$ cat src/sv/izr_pkg.sv
`default_nettype none

package izr_pkg;

  localparam int NumGroups = 8;
  localparam int GroupBits = 16;
  localparam int GrpIdxW   = 3;
  localparam int CharW     = 7;

  localparam logic [GrpIdxW-1:0] LastGrp = GrpIdxW'(NumGroups - 1);

  // ASCII codes; CharAlpha is 'a' less ten, so 'a'..'f' come from adding the nibble.
  localparam logic [CharW-1:0] CharColon = 7'h3a;
  localparam logic [CharW-1:0] CharZero  = 7'h30;
  localparam logic [CharW-1:0] CharAlpha = 7'h57;

  typedef struct packed {
    logic [GroupBits-1:0] group_0;
    logic [GroupBits-1:0] group_1;
    logic [GroupBits-1:0] group_2;
    logic [GroupBits-1:0] group_3;
    logic [GroupBits-1:0] group_4;
    logic [GroupBits-1:0] group_5;
    logic [GroupBits-1:0] group_6;
    logic [GroupBits-1:0] group_7;
  } in_item_t;

  typedef struct packed {
    logic [CharW-1:0] char_code;
    logic             last_char;
  } out_item_t;

  // Everything the character sequencer needs for one address.
  typedef struct packed {
    logic [NumGroups-1:0][GroupBits-1:0] grp;
    logic                                compress;
    logic [GrpIdxW-1:0]                  startp;
    logic [GrpIdxW-1:0]                  endp;
  } plan_t;

  typedef enum logic [2:0] {
    ST_IDLE,
    ST_COLON,
    ST_DIGIT,
    ST_DCOLON1,
    ST_DCOLON2
  } ser_state_t;

endpackage

`default_nettype wire

$ cat src/sv/izr_plan.sv
`default_nettype none

// Pick the zero run to compress for one address.
module izr_plan
  import izr_pkg::*;
(
  input  wire in_item_t item,
  output plan_t         plan
);

  localparam int RunW = $clog2(NumGroups + 1);

  logic [NumGroups-1:0][GroupBits-1:0] g;
  logic [RunW-1:0]                     run [NumGroups];
  logic [RunW-1:0]                     len;
  logic [GrpIdxW-1:0]                  endp;
  logic                                found;
  logic                                tie_at_front;

  assign g[0] = item.group_0;
  assign g[1] = item.group_1;
  assign g[2] = item.group_2;
  assign g[3] = item.group_3;
  assign g[4] = item.group_4;
  assign g[5] = item.group_5;
  assign g[6] = item.group_6;
  assign g[7] = item.group_7;

  always_comb begin
    len   = '0;
    found = 1'b0;
    endp  = '0;
    for (int i = 0; i < NumGroups; i++) begin
      if (g[i] == '0) begin
        run[i] = ((i > 0) ? run[(i > 0) ? i - 1 : 0] : '0) + RunW'(1);
      end else begin
        run[i] = '0;
      end
      if (run[i] > len) begin
        len = run[i];
      end
    end
    // Ascending scan: the last hit is the rightmost run ending before the last group.
    for (int i = 0; i < NumGroups - 1; i++) begin
      if (run[i] == len) begin
        found = 1'b1;
        endp  = GrpIdxW'(i);
      end
    end
    tie_at_front = ({1'b0, endp} + RunW'(1)) == len;
    if ((!found || tie_at_front) && run[NumGroups-1] == len) begin
      endp = LastGrp;
    end
  end

  assign plan.grp      = g;
  assign plan.compress = len > RunW'(1);
  assign plan.endp     = endp;
  assign plan.startp   = GrpIdxW'({1'b0, endp} - len + RunW'(1));

endmodule

`default_nettype wire

$ cat src/sv/ipv6_zero_run_text_compressor.sv
`default_nettype none

// Prints one IPv6 address, taken as eight 16-bit groups, as text with one ASCII
// character per output transfer: lowercase hex groups without leading zeros,
// colon separated, with the longest run of two or more zero groups folded into
// "::" and last_char marking the final character. An address prints as 2 to 39
// characters, and the sequencer emits one character per cycle into the output
// register while the sink keeps taking them; the next address is planned
// from the input register in the very cycle the previous last character goes
// out, so back-to-back addresses stream without a gap. The input register takes
// a new address as soon as the held one moves on to the sequencer. A stalled
// sink holds the character in the output register, and with it the sequencer
// and the hand-over of the held address, until that character is taken.
module ipv6_zero_run_text_compressor
  import izr_pkg::*;
(
  input  wire            clk,
  input  wire            rst_n,
  input  wire            in_valid,
  output logic           in_ready,
  input  wire in_item_t  in_data,
  output logic           out_valid,
  input  wire            out_ready,
  output out_item_t      out_data
);

  // Index of the first nibble to print: leading zero nibbles are dropped,
  // the lowest nibble always prints.
  function automatic logic [1:0] lead_nib(input logic [GroupBits-1:0] v);
    logic [1:0] r;
    priority if (v[15:12] != '0) r = 2'd0;
    else if (v[11:8] != '0)      r = 2'd1;
    else if (v[7:4] != '0)       r = 2'd2;
    else                         r = 2'd3;
    return r;
  endfunction

  function automatic logic [CharW-1:0] hex_char(input logic [3:0] d);
    return (d < 4'd10) ? CharZero + CharW'(d) : CharAlpha + CharW'(d);
  endfunction

  // Input register
  logic     in_valid_r, in_valid_nxt;
  in_item_t in_data_r;

  // Sequencer
  ser_state_t         state_r, state_nxt;
  plan_t              plan_r, plan_nxt;
  plan_t              plan_w;
  logic [GrpIdxW-1:0] grp_r, grp_nxt;
  logic [1:0]         nib_r, nib_nxt;

  // Output register
  logic      out_valid_r;
  out_item_t out_data_r;

  logic                 advance;
  logic                 done;
  logic                 load;
  logic                 last;
  logic [CharW-1:0]     chr;
  logic [GroupBits-1:0] cur_grp;
  logic [3:0]           cur_nib;
  logic [GrpIdxW-1:0]   grp_inc;
  logic [GrpIdxW-1:0]   endp_inc;

  izr_plan u_plan (
    .item (in_data_r),
    .plan (plan_w)
  );

  // Emit a character whenever the output register is free or being drained.
  assign advance  = (state_r != ST_IDLE) && (!out_valid_r || out_ready);
  assign done     = (state_r == ST_IDLE) || (advance && last);
  assign load     = done && in_valid_r;
  assign in_ready = !in_valid_r || load;

  assign cur_grp  = plan_r.grp[grp_r];
  assign grp_inc  = grp_r + GrpIdxW'(1);
  assign endp_inc = plan_r.endp + GrpIdxW'(1);

  always_comb begin
    unique case (nib_r)
      2'd0:    cur_nib = cur_grp[15:12];
      2'd1:    cur_nib = cur_grp[11:8];
      2'd2:    cur_nib = cur_grp[7:4];
      default: cur_nib = cur_grp[3:0];
    endcase
  end

  always_comb begin
    state_nxt    = state_r;
    plan_nxt     = plan_r;
    grp_nxt      = grp_r;
    nib_nxt      = nib_r;
    chr          = CharColon;
    last         = 1'b0;
    in_valid_nxt = in_valid_r;

    unique case (state_r)
      ST_IDLE: begin
        // wait for an address in the input register
      end
      ST_COLON: begin
        if (advance) begin
          state_nxt = ST_DIGIT;
          nib_nxt   = lead_nib(cur_grp);
        end
      end
      ST_DIGIT: begin
        chr  = hex_char(cur_nib);
        last = (nib_r == 2'd3) && (grp_r == LastGrp);
        if (advance && nib_r != 2'd3) begin
          nib_nxt = nib_r + 2'd1;
        end else if (advance && !last) begin
          // next group: either the start of the folded run or a colon first
          grp_nxt = grp_inc;
          if (plan_r.compress && grp_inc == plan_r.startp) begin
            state_nxt = ST_DCOLON1;
          end else begin
            state_nxt = ST_COLON;
          end
        end
      end
      ST_DCOLON1: begin
        if (advance) begin
          state_nxt = ST_DCOLON2;
        end
      end
      ST_DCOLON2: begin
        last = plan_r.endp == LastGrp;
        if (advance && !last) begin
          // resume after the run with no separating colon
          grp_nxt   = endp_inc;
          state_nxt = ST_DIGIT;
          nib_nxt   = lead_nib(plan_r.grp[endp_inc]);
        end
      end
      default: begin
        state_nxt = ST_IDLE;
      end
    endcase

    // Hand the held address to the sequencer, or drop back to idle.
    if (done) begin
      if (in_valid_r) begin
        plan_nxt     = plan_w;
        grp_nxt      = '0;
        in_valid_nxt = 1'b0;
        if (plan_w.compress && plan_w.startp == '0) begin
          state_nxt = ST_DCOLON1;
        end else begin
          state_nxt = ST_DIGIT;
          nib_nxt   = lead_nib(plan_w.grp[0]);
        end
      end else begin
        state_nxt = ST_IDLE;
      end
    end

    if (in_valid && in_ready) begin
      in_valid_nxt = 1'b1;
    end
  end

  always_ff @(posedge clk) begin
    if (!rst_n) begin
      state_r     <= ST_IDLE;
      in_valid_r  <= 1'b0;
      out_valid_r <= 1'b0;
    end else begin
      state_r    <= state_nxt;
      in_valid_r <= in_valid_nxt;
      if (advance) begin
        out_valid_r <= 1'b1;
      end else if (out_ready) begin
        out_valid_r <= 1'b0;
      end
    end
  end

  always_ff @(posedge clk) begin
    plan_r <= plan_nxt;
    grp_r  <= grp_nxt;
    nib_r  <= nib_nxt;
    if (in_valid && in_ready) begin
      in_data_r <= in_data;
    end
    if (advance) begin
      out_data_r.char_code <= chr;
      out_data_r.last_char <= last;
    end
  end

  assign out_valid = out_valid_r;
  assign out_data  = out_data_r;

  // A separator colon never precedes the first group.
  a_colon_not_first: assert property (@(posedge clk) disable iff (!rst_n)
    state_r == ST_COLON |-> grp_r != '0)
    else $error("separator colon scheduled before the first group");

  // The double colon is only printed for a folded run.
  a_dcolon_needs_run: assert property (@(posedge clk) disable iff (!rst_n)
    (state_r == ST_DCOLON1 || state_r == ST_DCOLON2) |-> plan_r.compress)
    else $error("double colon without a compressed run");

  // Digits are never printed for a group inside the folded run.
  a_no_digit_in_run: assert property (@(posedge clk) disable iff (!rst_n)
    (state_r == ST_DIGIT && plan_r.compress) |->
      (grp_r < plan_r.startp || grp_r > plan_r.endp))
    else $error("digit emitted for a group inside the folded run");

  // A held address is picked up as soon as the sequencer is idle.
  a_idle_loads: assert property (@(posedge clk) disable iff (!rst_n)
    (state_r == ST_IDLE && in_valid_r) |=> state_r != ST_IDLE)
    else $error("held address not taken by the idle sequencer");

  // After the final character with nothing waiting, the sequencer goes idle.
  a_last_to_idle: assert property (@(posedge clk) disable iff (!rst_n)
    (advance && last && !in_valid_r) |=> state_r == ST_IDLE)
    else $error("sequencer kept running after the final character");

endmodule

`default_nettype wire
$ cat config.mk
export PLATFORM = sky130hd
export DESIGN_NAME = ipv6_zero_run_text_compressor
export DESIGN_NICKNAME = d
export VERILOG_FILES = /design/src/sv/izr_pkg.sv /design/src/sv/izr_plan.sv /design/src/sv/ipv6_zero_run_text_compressor.sv
export SDC_FILE = /design/constraint.sdc
export NUM_CORES = 1
export LEC_CHECK = 0
export BUFFER_PORTS_ARGS = -buffer_cell sky130_fd_sc_hd__buf_2
export CORE_MARGIN = 5
export CORE_UTILIZATION = 35
export DETAILED_ROUTE_END_ITERATION = 7
export SLEW_MARGIN = 10
export SYNTH_ARGS = -nofsm -noshare
export SYNTH_HDL_FRONTEND = slang
export SYNTH_SLANG_ARGS = --single-unit
$ cat constraint.sdc
create_clock -name clk -period 12.5 [get_ports clk]
set_clock_uncertainty 0.2 [all_clocks]
set_input_delay 0.625 -clock clk [delete_from_list [all_inputs] [get_ports clk]]
set_output_delay 0.625 -clock clk [all_outputs]
set_load 0.1 [all_outputs]
==> out/results.txt, run 1 <==
Hold Slack: 0.0551 ns
DP Wirelength: 25200 um
Avg Cell Area, Syn: 14.5 sq um
Synth Flop Type: edfxtp_1
synthesized area: 13100 sq um
final net count: 1324
Hold WC Path Type: in2reg
WHS Endpoint: in_data_r[66]$_DFFE_PP_
CP most frequent cell: ha_1
Worst-path clk slew: 0.07 ns
sequential fraction of the synthesis area: 63.7%
CTS H-Tree Depth: 1
origin of the critical flop-to-flop path: in_data_r[97]$_DFFE_PP_
crit-path max cell delay: 0.43 ns
post-synth top area cell: edfxtp_1
DRT iter0 DRCs: 785
most frequent cell after synthesis: edfxtp_1
R2R setup slack: 0.20 ns
layout cell share with drive strength beyond 1: 34.9%
top cells by count, synth: edfxtp_1, nor4_1, nand2_1, nor2_1, ha_1
Power Total: 2.07 mW
Pwr Density: 127 nW/um^2
setup ws final: 0.199 ns
Slew HR: 28.3%
max-cap violations: 0
Required @ worst endpoint: 12.71 ns
CP Launch Type: flop
Final Setup Violations: 0
first drt pass iteration count: 5
Setup crit start: in_data_r[97]$_DFFE_PP_
Routed WL per cell: 20.4 um
IO buf count: 141
Setup crit end kind: flop
hold path depth: 1
Hold Buf Count CTS: 0
reg2reg end: nib_r[0]$_DFF_P_
Syn Inst Count: 904
grt ovf: 0
Max Fclk: 81.3 MHz
Longest Clk Path Bufs: 3
Slew Limit Fails: 0
setup_tns: 0 ns
area grow syn2layout: 24.0%
largest cells by area after synthesis: edfxtp_1, mux4_2, ha_1
RSZ-0062 raised after global routing: yes
Core Rows: 70
Die W: 203 um
via/cell ratio: 5.31
# DRC: 0
Final Hold Fails: 0
number of synthesized register bits: 281
syn_nets: 1078
All-Layer GR Usage: 15.7%
post-route ant nets: 0
slowest CP cell: edfxtp_1
initial antenna violation count: 0
CTS sink cnt: 281
CP arrival: 12.51 ns
pre-CTS WS: -0.372 ns
total number of vias: 8703
area share of the largest cell type after synthesis: 62.2%
synth warn: 0
Die Y: 203 um
P_leak: 5.68 nW
Synth cell types: 78
CTS root buf: clkbuf_16
slew of the pin with the lowest slew margin: 1.08 ns
Post-synth EDFFs: 271
die area: 41400 sq um
initial core utilization: 35.6%
Setup Crit Path Kind: reg2reg
Max VDD drop: 0.119 mV
n_diodes: 0
clk_lat worst skew: 0.54 ns
first-pass GRT wire length: 50500 um
CP Max Fanout: 7
largest net degree at the start of global routing: 85
reg2reg path depth: 72
core box area: 36800 sq um
Final Wtd Congestion: 0.869
fillcell total: 3312
Async SR Flop Fraction: 0%
final period utilization: 98.4%
Final min period: 12.30 ns
IO Count: 142
outcome: complete, no violations
vias in the first global route: 8771
final WL: 33400 um
Worst Hold Launch: in_data[66]
TritonCTS clock tree: yes
cts bufs inserted: 27
-- how the worst max path moves through the flow --
stage | slack (ns) | to
6_report | 0.20 | nib_r[0]$_DFF_P_
5_1_grt | -0.52 | nib_r[0]$_DFF_P_
4_1_cts | 0.01 | nib_r[0]$_DFF_P_
3_5_place_dp | -0.37 | nib_r[0]$_DFF_P_
3_3_place_gp | 0.08 | nib_r[0]$_DFF_P_
2_1_floorplan | 0.07 | nib_r[0]$_DFF_P_
-- worst max-delay path: cells and delay by family, from the launching register on --
family,cells,cell delay [ns]
fa+ha+maj,11,2.57
xor+xnor,3,0.42
compound gates,25,3.66
flops,1,0.43
buf+inv,12,1.26
mux,3,0.67
simple gates,18,2.92
-- cell families (layout without fill, tap and decap cells) --
logic type | Yosys count | after routing | share of synthesized area (%)
compound gates | 138 | 138 | 7.32
xor+xnor | 41 | 41 | 2.74
fa+ha+maj | 42 | 42 | 4.02
buf+inv | 69 | 335 | 2.06
flops | 281 | 281 | 63.7
mux | 68 | 68 | 9.09
other cells | 1 | 1 | 0.0287
simple gates | 264 | 264 | 11.0
-- where the power goes --
part / internal, mW / switching [mW]
clock: 0.421 / 0.345
sequential: 1.11 / 0.0397
combinational: 0.0510 / 0.0962
-- cell usage in the layout, fill, tap and decap left out, drive strengths merged, types with 16 or more instances in the layout --
cell type and n:
nand4 16, inv 46, o21ai 33, edfxtp 271, xnor2 32, nand2 55, nor4 65, a21oi 32
mux2i 24, nor2 54, clkbuf 31, ha 42, buf 243, mux4 40
-- area by class of cell --
cell class	instances	area, sq um	share of cell area, %
inverter	43	161	0.995
multi-input combinational	554	4820	29.7
timing repair buffer	243	1490	9.17
clock inverter	18	143	0.879
clock buffer	31	691	4.26
sequential	281	8340	51.4
tap	468	586	3.61
-- layer usage --
metal / global-route usage (%) / vias up / wire length [um]
li1: - / 4076 / -
met1: 22.3 / 4310 / 14900
met2: 25.5 / 279 / 15900
met3: 3.10 / 38 / 2100
met4: 2.91 / 0 / 527
met5: 0 / - / 0
-- flip-flops by register name, indices dropped and copies added, names as in the netlist --
name	flops
in_data_r	128
nib_r	2
out_valid	1
in_valid_r	1
plan_r	135
state_r	3
grp_r	3
out_data	8
-- per-stage QoR --
step	area (sq um)	std cells	utilization (%)
3_3_place_gp	14900	1570	40.6
3_5_place_dp	14900	1570	40.6
6_report	16200	1638	44.1
2_1_floorplan	13100	904	-
4_1_cts	15900	1627	43.2
5_1_grt	16200	1638	44.1
-- repair_timing --
action	4_1_cts	5_1_grt
pin swaps	14	29
setup endpoints to repair	4	6
buffers inserted	8	11
gates resized for setup	20	43
gates cloned	0	0
Note: power is estimated with default switching activity, not from simulation.
==> run 2: changes to the inputs <==
--- a/config.mk
+++ b/config.mk
@@ -9,6 +9,7 @@
 export CORE_MARGIN = 5
 export CORE_UTILIZATION = 35
 export DETAILED_ROUTE_END_ITERATION = 7
+export PLACE_DENSITY = 0.59
 export SLEW_MARGIN = 10
 export SYNTH_ARGS = -nofsm -noshare
 export SYNTH_HDL_FRONTEND = slang
==> run 2 against run 1 <==
Against the previous run: register-to-register slack gained 0.26 ns; worst hold slack worse by 0.012 ns; via count grew 0.65%; first-iteration DRC count fell by 28%; routed wire length rose by 1.4%; flip-flop and latch count is the same; power increased by 7.4%; sequential share of layout area decreased by 0.95 points; clock power grew 20%.
==> out/results.txt, run 2 (synthesized netlist as in run 1, its figures left out) <==
Setup crit end kind: flop
area of the multi-input gates: 4880 sq um
max-cap violations: 0
layout cell share with drive strength beyond 1: 36.3%
Slew HR: 23.5%
max reg flops: 135
Final Setup Violations: 0
CTS root buf: clkbuf_16
fillcell total: 3294
Hold WC Path Type: in2reg
CP most frequent cell: ha_4
Final min period: 12.04 ns
IO buf count: 141
Buf/Inv on CP: 8
Final Wtd Congestion: 0.889
CTS sink cnt: 281
n_diodes: 0
Crit. path cell count: 61
Routed WL per cell: 20.6 um
Final Hold Fails: 0
CP arrival: 12.26 ns
TritonCTS clock tree: yes
slowest CP cell: or4_1
initial core utilization: 35.6%
Die Y: 203 um
die area: 41400 sq um
reg2reg path depth: 61
Finished Core Util: 44.9%
DP Wirelength: 25600 um
Hold Slack: 0.0429 ns
Longest Clk Path Bufs: 3
cell class contributing the biggest share of worst-path delay: compound AO/OA/AOI/OAI gates
final period utilization: 96.3%
largest net degree at the start of global routing: 89
cts bufs inserted: 28
area grow syn2layout: 26.3%
Pwr Density: 134 nW/um^2
Hold Buf Count CTS: 0
initial antenna violation count: 0
uppermost layer routed: met4
total number of vias: 8760
storage element area: 8340 sq um
# DRC: 0
Max Fclk: 83.0 MHz
RSZ-0062 raised after global routing: yes
crit-path max cell delay: 0.49 ns
vias in the first global route: 8591
P_leak: 5.87 nW
first drt pass iteration count: 5
CTS H-Tree Depth: 1
met2 routed wirelength: 15700 um
clk_lat worst skew: 0.55 ns
CP Launch Type: flop
DRT iter0 DRCs: 567
Required @ worst endpoint: 12.72 ns
Worst-path clk slew: 0.06 ns
Die W: 203 um
post-route ant nets: 0
outcome: complete, no violations
Max VDD drop: 0.122 mV
most frequent cells in the layout: edfxtp_1, buf_2, buf_4
met3 WL: 2250 um
Setup Crit Path Kind: reg2reg
post-route met1 wirelength: 15200 um
final net count: 1332
CP Max Fanout: 7
via/cell ratio: 5.32
Core Rows: 70
Most flops, register: plan_r
slew of the pin with the lowest slew margin: 1.15 ns
All-Layer GR Usage: 15.7%
final WL: 33900 um
grt ovf: 0
hold path depth: 1
Slew Limit Fails: 0
first-pass GRT wire length: 50300 um
core box area: 36800 sq um
IO Count: 142
commonest non-fill, non-tap cell in the layout: edfxtp_1
==> run 2: cell count changes in the layout (fill, tap and decap cells not counted), sizes merged <==
cell      delta
clkinv       -1
buf          +7
bufinv       +6
inv          -2
clkinvlp     -2
==> run 2: worst paths after layout <==
kind | startpoint | end | slack [ns]
max reg2reg | in_data_r[125]$_DFFE_PP_ | nib_r[0]$_DFF_P_ | 0.46
max | in_data_r[125]$_DFFE_PP_ | nib_r[0]$_DFF_P_ | 0.46
min | in_data[90] | in_data_r[90]$_DFFE_PP_ | 0.04
min reg2reg | in_data_r[119]$_DFFE_PP_ | plan_r[14]$_DFFE_PP_ | 0.23
==> run 2: report_power, final <==
| part | leakage, nW | internal (mW) | total, mW | switching (mW) |
|---|---|---|---|---|
| Clock | 0.487 | 0.568 | 0.918 | 0.351 |
| Combinational | 2.74 | 0.0512 | 0.148 | 0.0963 |
| Sequential | 2.64 | 1.11 | 1.15 | 0.0397 |
| Total | 5.87 | 1.73 | 2.22 | 0.487 |
==> run 2: what timing repair did <==
action,4_1_cts,5_1_grt
gates resized for setup,8,73
setup buffers,2,16
pin swaps,8,41
setup endpoints to repair,4,6
==> run 2: cell type report <==
cell class / count / area share, %
clock buffers: 31 / 4.44
clock inverters: 19 / 1.75
inverters: 43 / 1.01
multi-input cells: 554 / 29.5
flip-flops and latches: 281 / 50.5
well taps: 468 / 3.54
repair buffers: 250 / 9.29
==> run 2: metal layers <==
layer	track usage [%]	vias to the layer above
met5	0	-
met4	3.06	0
met3	2.50	59
met2	25.2	331
met1	23.0	4268
li1	-	4102
==> run 2: metrics by stage <==
step                setup slack, ns  power (mW)  instances  setup TNS (ns)  cell area, sq um
floorplan                    0.0678        1.25        904               0             13100
global placement             0.0663        1.32       1579               0             15000
detailed placement           -0.360        1.32       1579          -0.999             15000
CTS                         0.00662        2.24       1631               0             16100
global route                 -0.269        2.29       1646          -0.757             16500
finish                        0.458        2.22       1646               0             16500
==> run 3: changes to the inputs <==
--- a/config.mk
+++ b/config.mk
@@ -10,7 +10,9 @@
 export CORE_UTILIZATION = 35
 export DETAILED_ROUTE_END_ITERATION = 7
 export PLACE_DENSITY = 0.59
+export RECOVER_POWER = 25
 export SLEW_MARGIN = 10
 export SYNTH_ARGS = -nofsm -noshare
 export SYNTH_HDL_FRONTEND = slang
+export SYNTH_HIERARCHICAL = 1
 export SYNTH_SLANG_ARGS = --single-unit
==> run 3 against run 2 <==
Against the previous run: the run now ends with negative setup slack left; non-clock buffer count up 56; area after synthesis up 13%; maximum frequency down 3.7%; register-to-register slack worse by 0.46 ns; cell count up 13%; design area up 6.1%; flip-flop and latch count unchanged; first-iteration DRC count up 51%; count of clock-buffer cells in the layout up 3; routed wire length up 14%; largest power group unchanged.
==> out/results.txt, run 3 <==
cell internal pwr: 1.67 mW
IO Count: 142
Hold Slack: 0.0435 ns
Worst-path clk slew: 0.07 ns
Die W: 215 um
Longest Clk Path Bufs: 3
P_leak: 6.30 nW
TritonCTS clock tree: yes
final WL: 38700 um
RSZ-0062 raised after global routing: yes
first-pass GRT wire length: 58100 um
area share of the largest cell type after synthesis: 55.2%
Final min period: 12.50 ns
top cells by count, synth: edfxtp_1, buf_4, nor4_1, nor2_1, nand2_1
post-route ant nets: 0
synth warn: 6
Max VDD drop: 0.115 mV
Async SR Flop Fraction: 0%
Psw: 571 uW
sequential fraction of the synthesis area: 56.6%
Placed Area: 16100 sq um
Placed Instances: 1762
max reg flops: 135
largest cells by area after synthesis: edfxtp_1, buf_4, ha_1
# DRC: 0
DRT iter0 DRCs: 857
Setup crit end kind: flop
Buf/Inv on CP: 5
syn_nets: 1299
Most flops, register: plan_r
fillcell total: 3775
Slew HR: 35.0%
commonest non-fill, non-tap cell in the layout: edfxtp_1
vias in the first global route: 9815
cts bufs inserted: 28
max-cap violations: 0
layout cell share with drive strength beyond 1: 34.8%
CP Max Fanout: 5
Post-synth EDFFs: 271
most frequent cell after synthesis: edfxtp_1
slew of the pin with the lowest slew margin: 0.973 ns
CTS sink cnt: 281
most frequent cells in the layout: edfxtp_1, buf_4, buf_2
grt ovf: 0
Die Y: 215 um
Setup Crit Path Kind: reg2reg
post-synth top area cell: edfxtp_1
R2R setup slack: -0.003 ns
Switching Share: 25.4%
initial core utilization: 35.3%
sequential share of power: 52.6%
outcome: finished, violations left
crit-path max cell delay: 0.56 ns
Final Wtd Congestion: 0.889
Hold WC Path Type: in2reg
first drt pass iteration count: 5
Required @ worst endpoint: 12.79 ns
Routed WL per cell: 20.8 um
Hold Buf Count CTS: 0
Max Fclk: 80.0 MHz
Synth cell types: 95
Pwr Density: 128 nW/um^2
Final Hold Fails: 0
synthesized area: 14700 sq um
setup_tns: -0.00296 ns
slowest CP cell: or4_4
All-Layer GR Usage: 16.0%
initial antenna violation count: 1
clk_lat worst skew: 0.55 ns
fin cells: 1857
IO buf count: 141
CP Launch Type: flop
final net count: 1470
Clk network pwr share: 36.1%
largest net degree at the start of global routing: 74
Syn Inst Count: 1125
pre-CTS WS: -0.527 ns
Finished Core Util: 42.0%
setup ws final: -0.00296 ns
CP arrival: 12.79 ns
final period utilization: 100%
number of synthesized register bits: 281
CTS H-Tree Depth: 1
Synth Flop Type: edfxtp_1
Final Setup Violations: 1
Design Area, Final: 17500 sq um
die area: 46300 sq um
Avg Cell Area, Syn: 13.1 sq um
cell class contributing the biggest share of worst-path delay: compound AO/OA/AOI/OAI gates
Comb power frac: 11.3%
CTS root buf: clkbuf_16
Core Rows: 75
Power Total: 2.25 mW
DP Wirelength: 29200 um
Slew Limit Fails: 0
CP most frequent cell: ha_4
total number of vias: 9943
failing checks: negative setup slack
via/cell ratio: 5.35
area grow syn2layout: 19.1%
core box area: 41800 sq um
[run 3: per-layer routing]
metal | up-vias | global-route usage [%] | share of wire, %
met5 | - | 0 | 0
met4 | 0 | 3.33 | 1.7
met3 | 55 | 3.52 | 7.7
met2 | 388 | 24.2 | 45
met1 | 4887 | 23.7 | 46
li1 | 4613 | - | -
[run 3: cells by family after synthesis]
family	Yosys count	synth area share, %
AO/OA/AOI/OAI	192	9.80
XOR/XNOR	30	1.83
adder cells (fa/ha/maj)	42	3.57
buffers and inverters	202	8.94
flip-flops	281	56.6
multiplexers	74	7.33
other	1	0.0255
AND/OR/NAND/NOR	303	11.9
[run 3: power by group through the flow]
stage	sequential, mW	combinational [mW]	clock [mW]
floorplan	1.22	0.173	0
global placement	1.20	0.247	0
detailed placement	1.20	0.250	0
CTS	1.18	0.253	0.827
global route	1.19	0.274	0.868
finish	1.18	0.255	0.809
[run 3: area by class of cell]
type	instances	area [sq um]	share of cell area, %
multi-input combinational	642	5570	31.7
clock buffer	34	723	4.12
clock inverter	17	159	0.906
sequential	281	8340	47.5
inverter	37	149	0.849
tap	539	674	3.84
timing repair buffer	306	1930	11.0
antenna	1	2.50	0.0143
[run 3: path summary, 6_finish.rpt]
check                                 from                       to  cells after the start
setup / recovery  in_data_r[123]$_DFFE_PP_         nib_r[0]$_DFF_P_                     66
hold / removal                 in_data[84]  in_data_r[84]$_DFFE_PP_                      1
setup reg to reg  in_data_r[123]$_DFFE_PP_         nib_r[0]$_DFF_P_                     66
hold reg to reg    in_data_r[17]$_DFFE_PP_    plan_r[104]$_DFFE_PP_                      0
[run 3: what timing repair did]
| action | in CTS | in global routing |
|---|---|---|
| endpoints found under the hold margin | 0 | 0 |
| gates resized for setup | 28 | 25 |
| setup buffers | 27 | 16 |
| gates cloned | 0 | 0 |
| pin swaps | 39 | 17 |
| setup endpoints to repair | 3 | 4 |
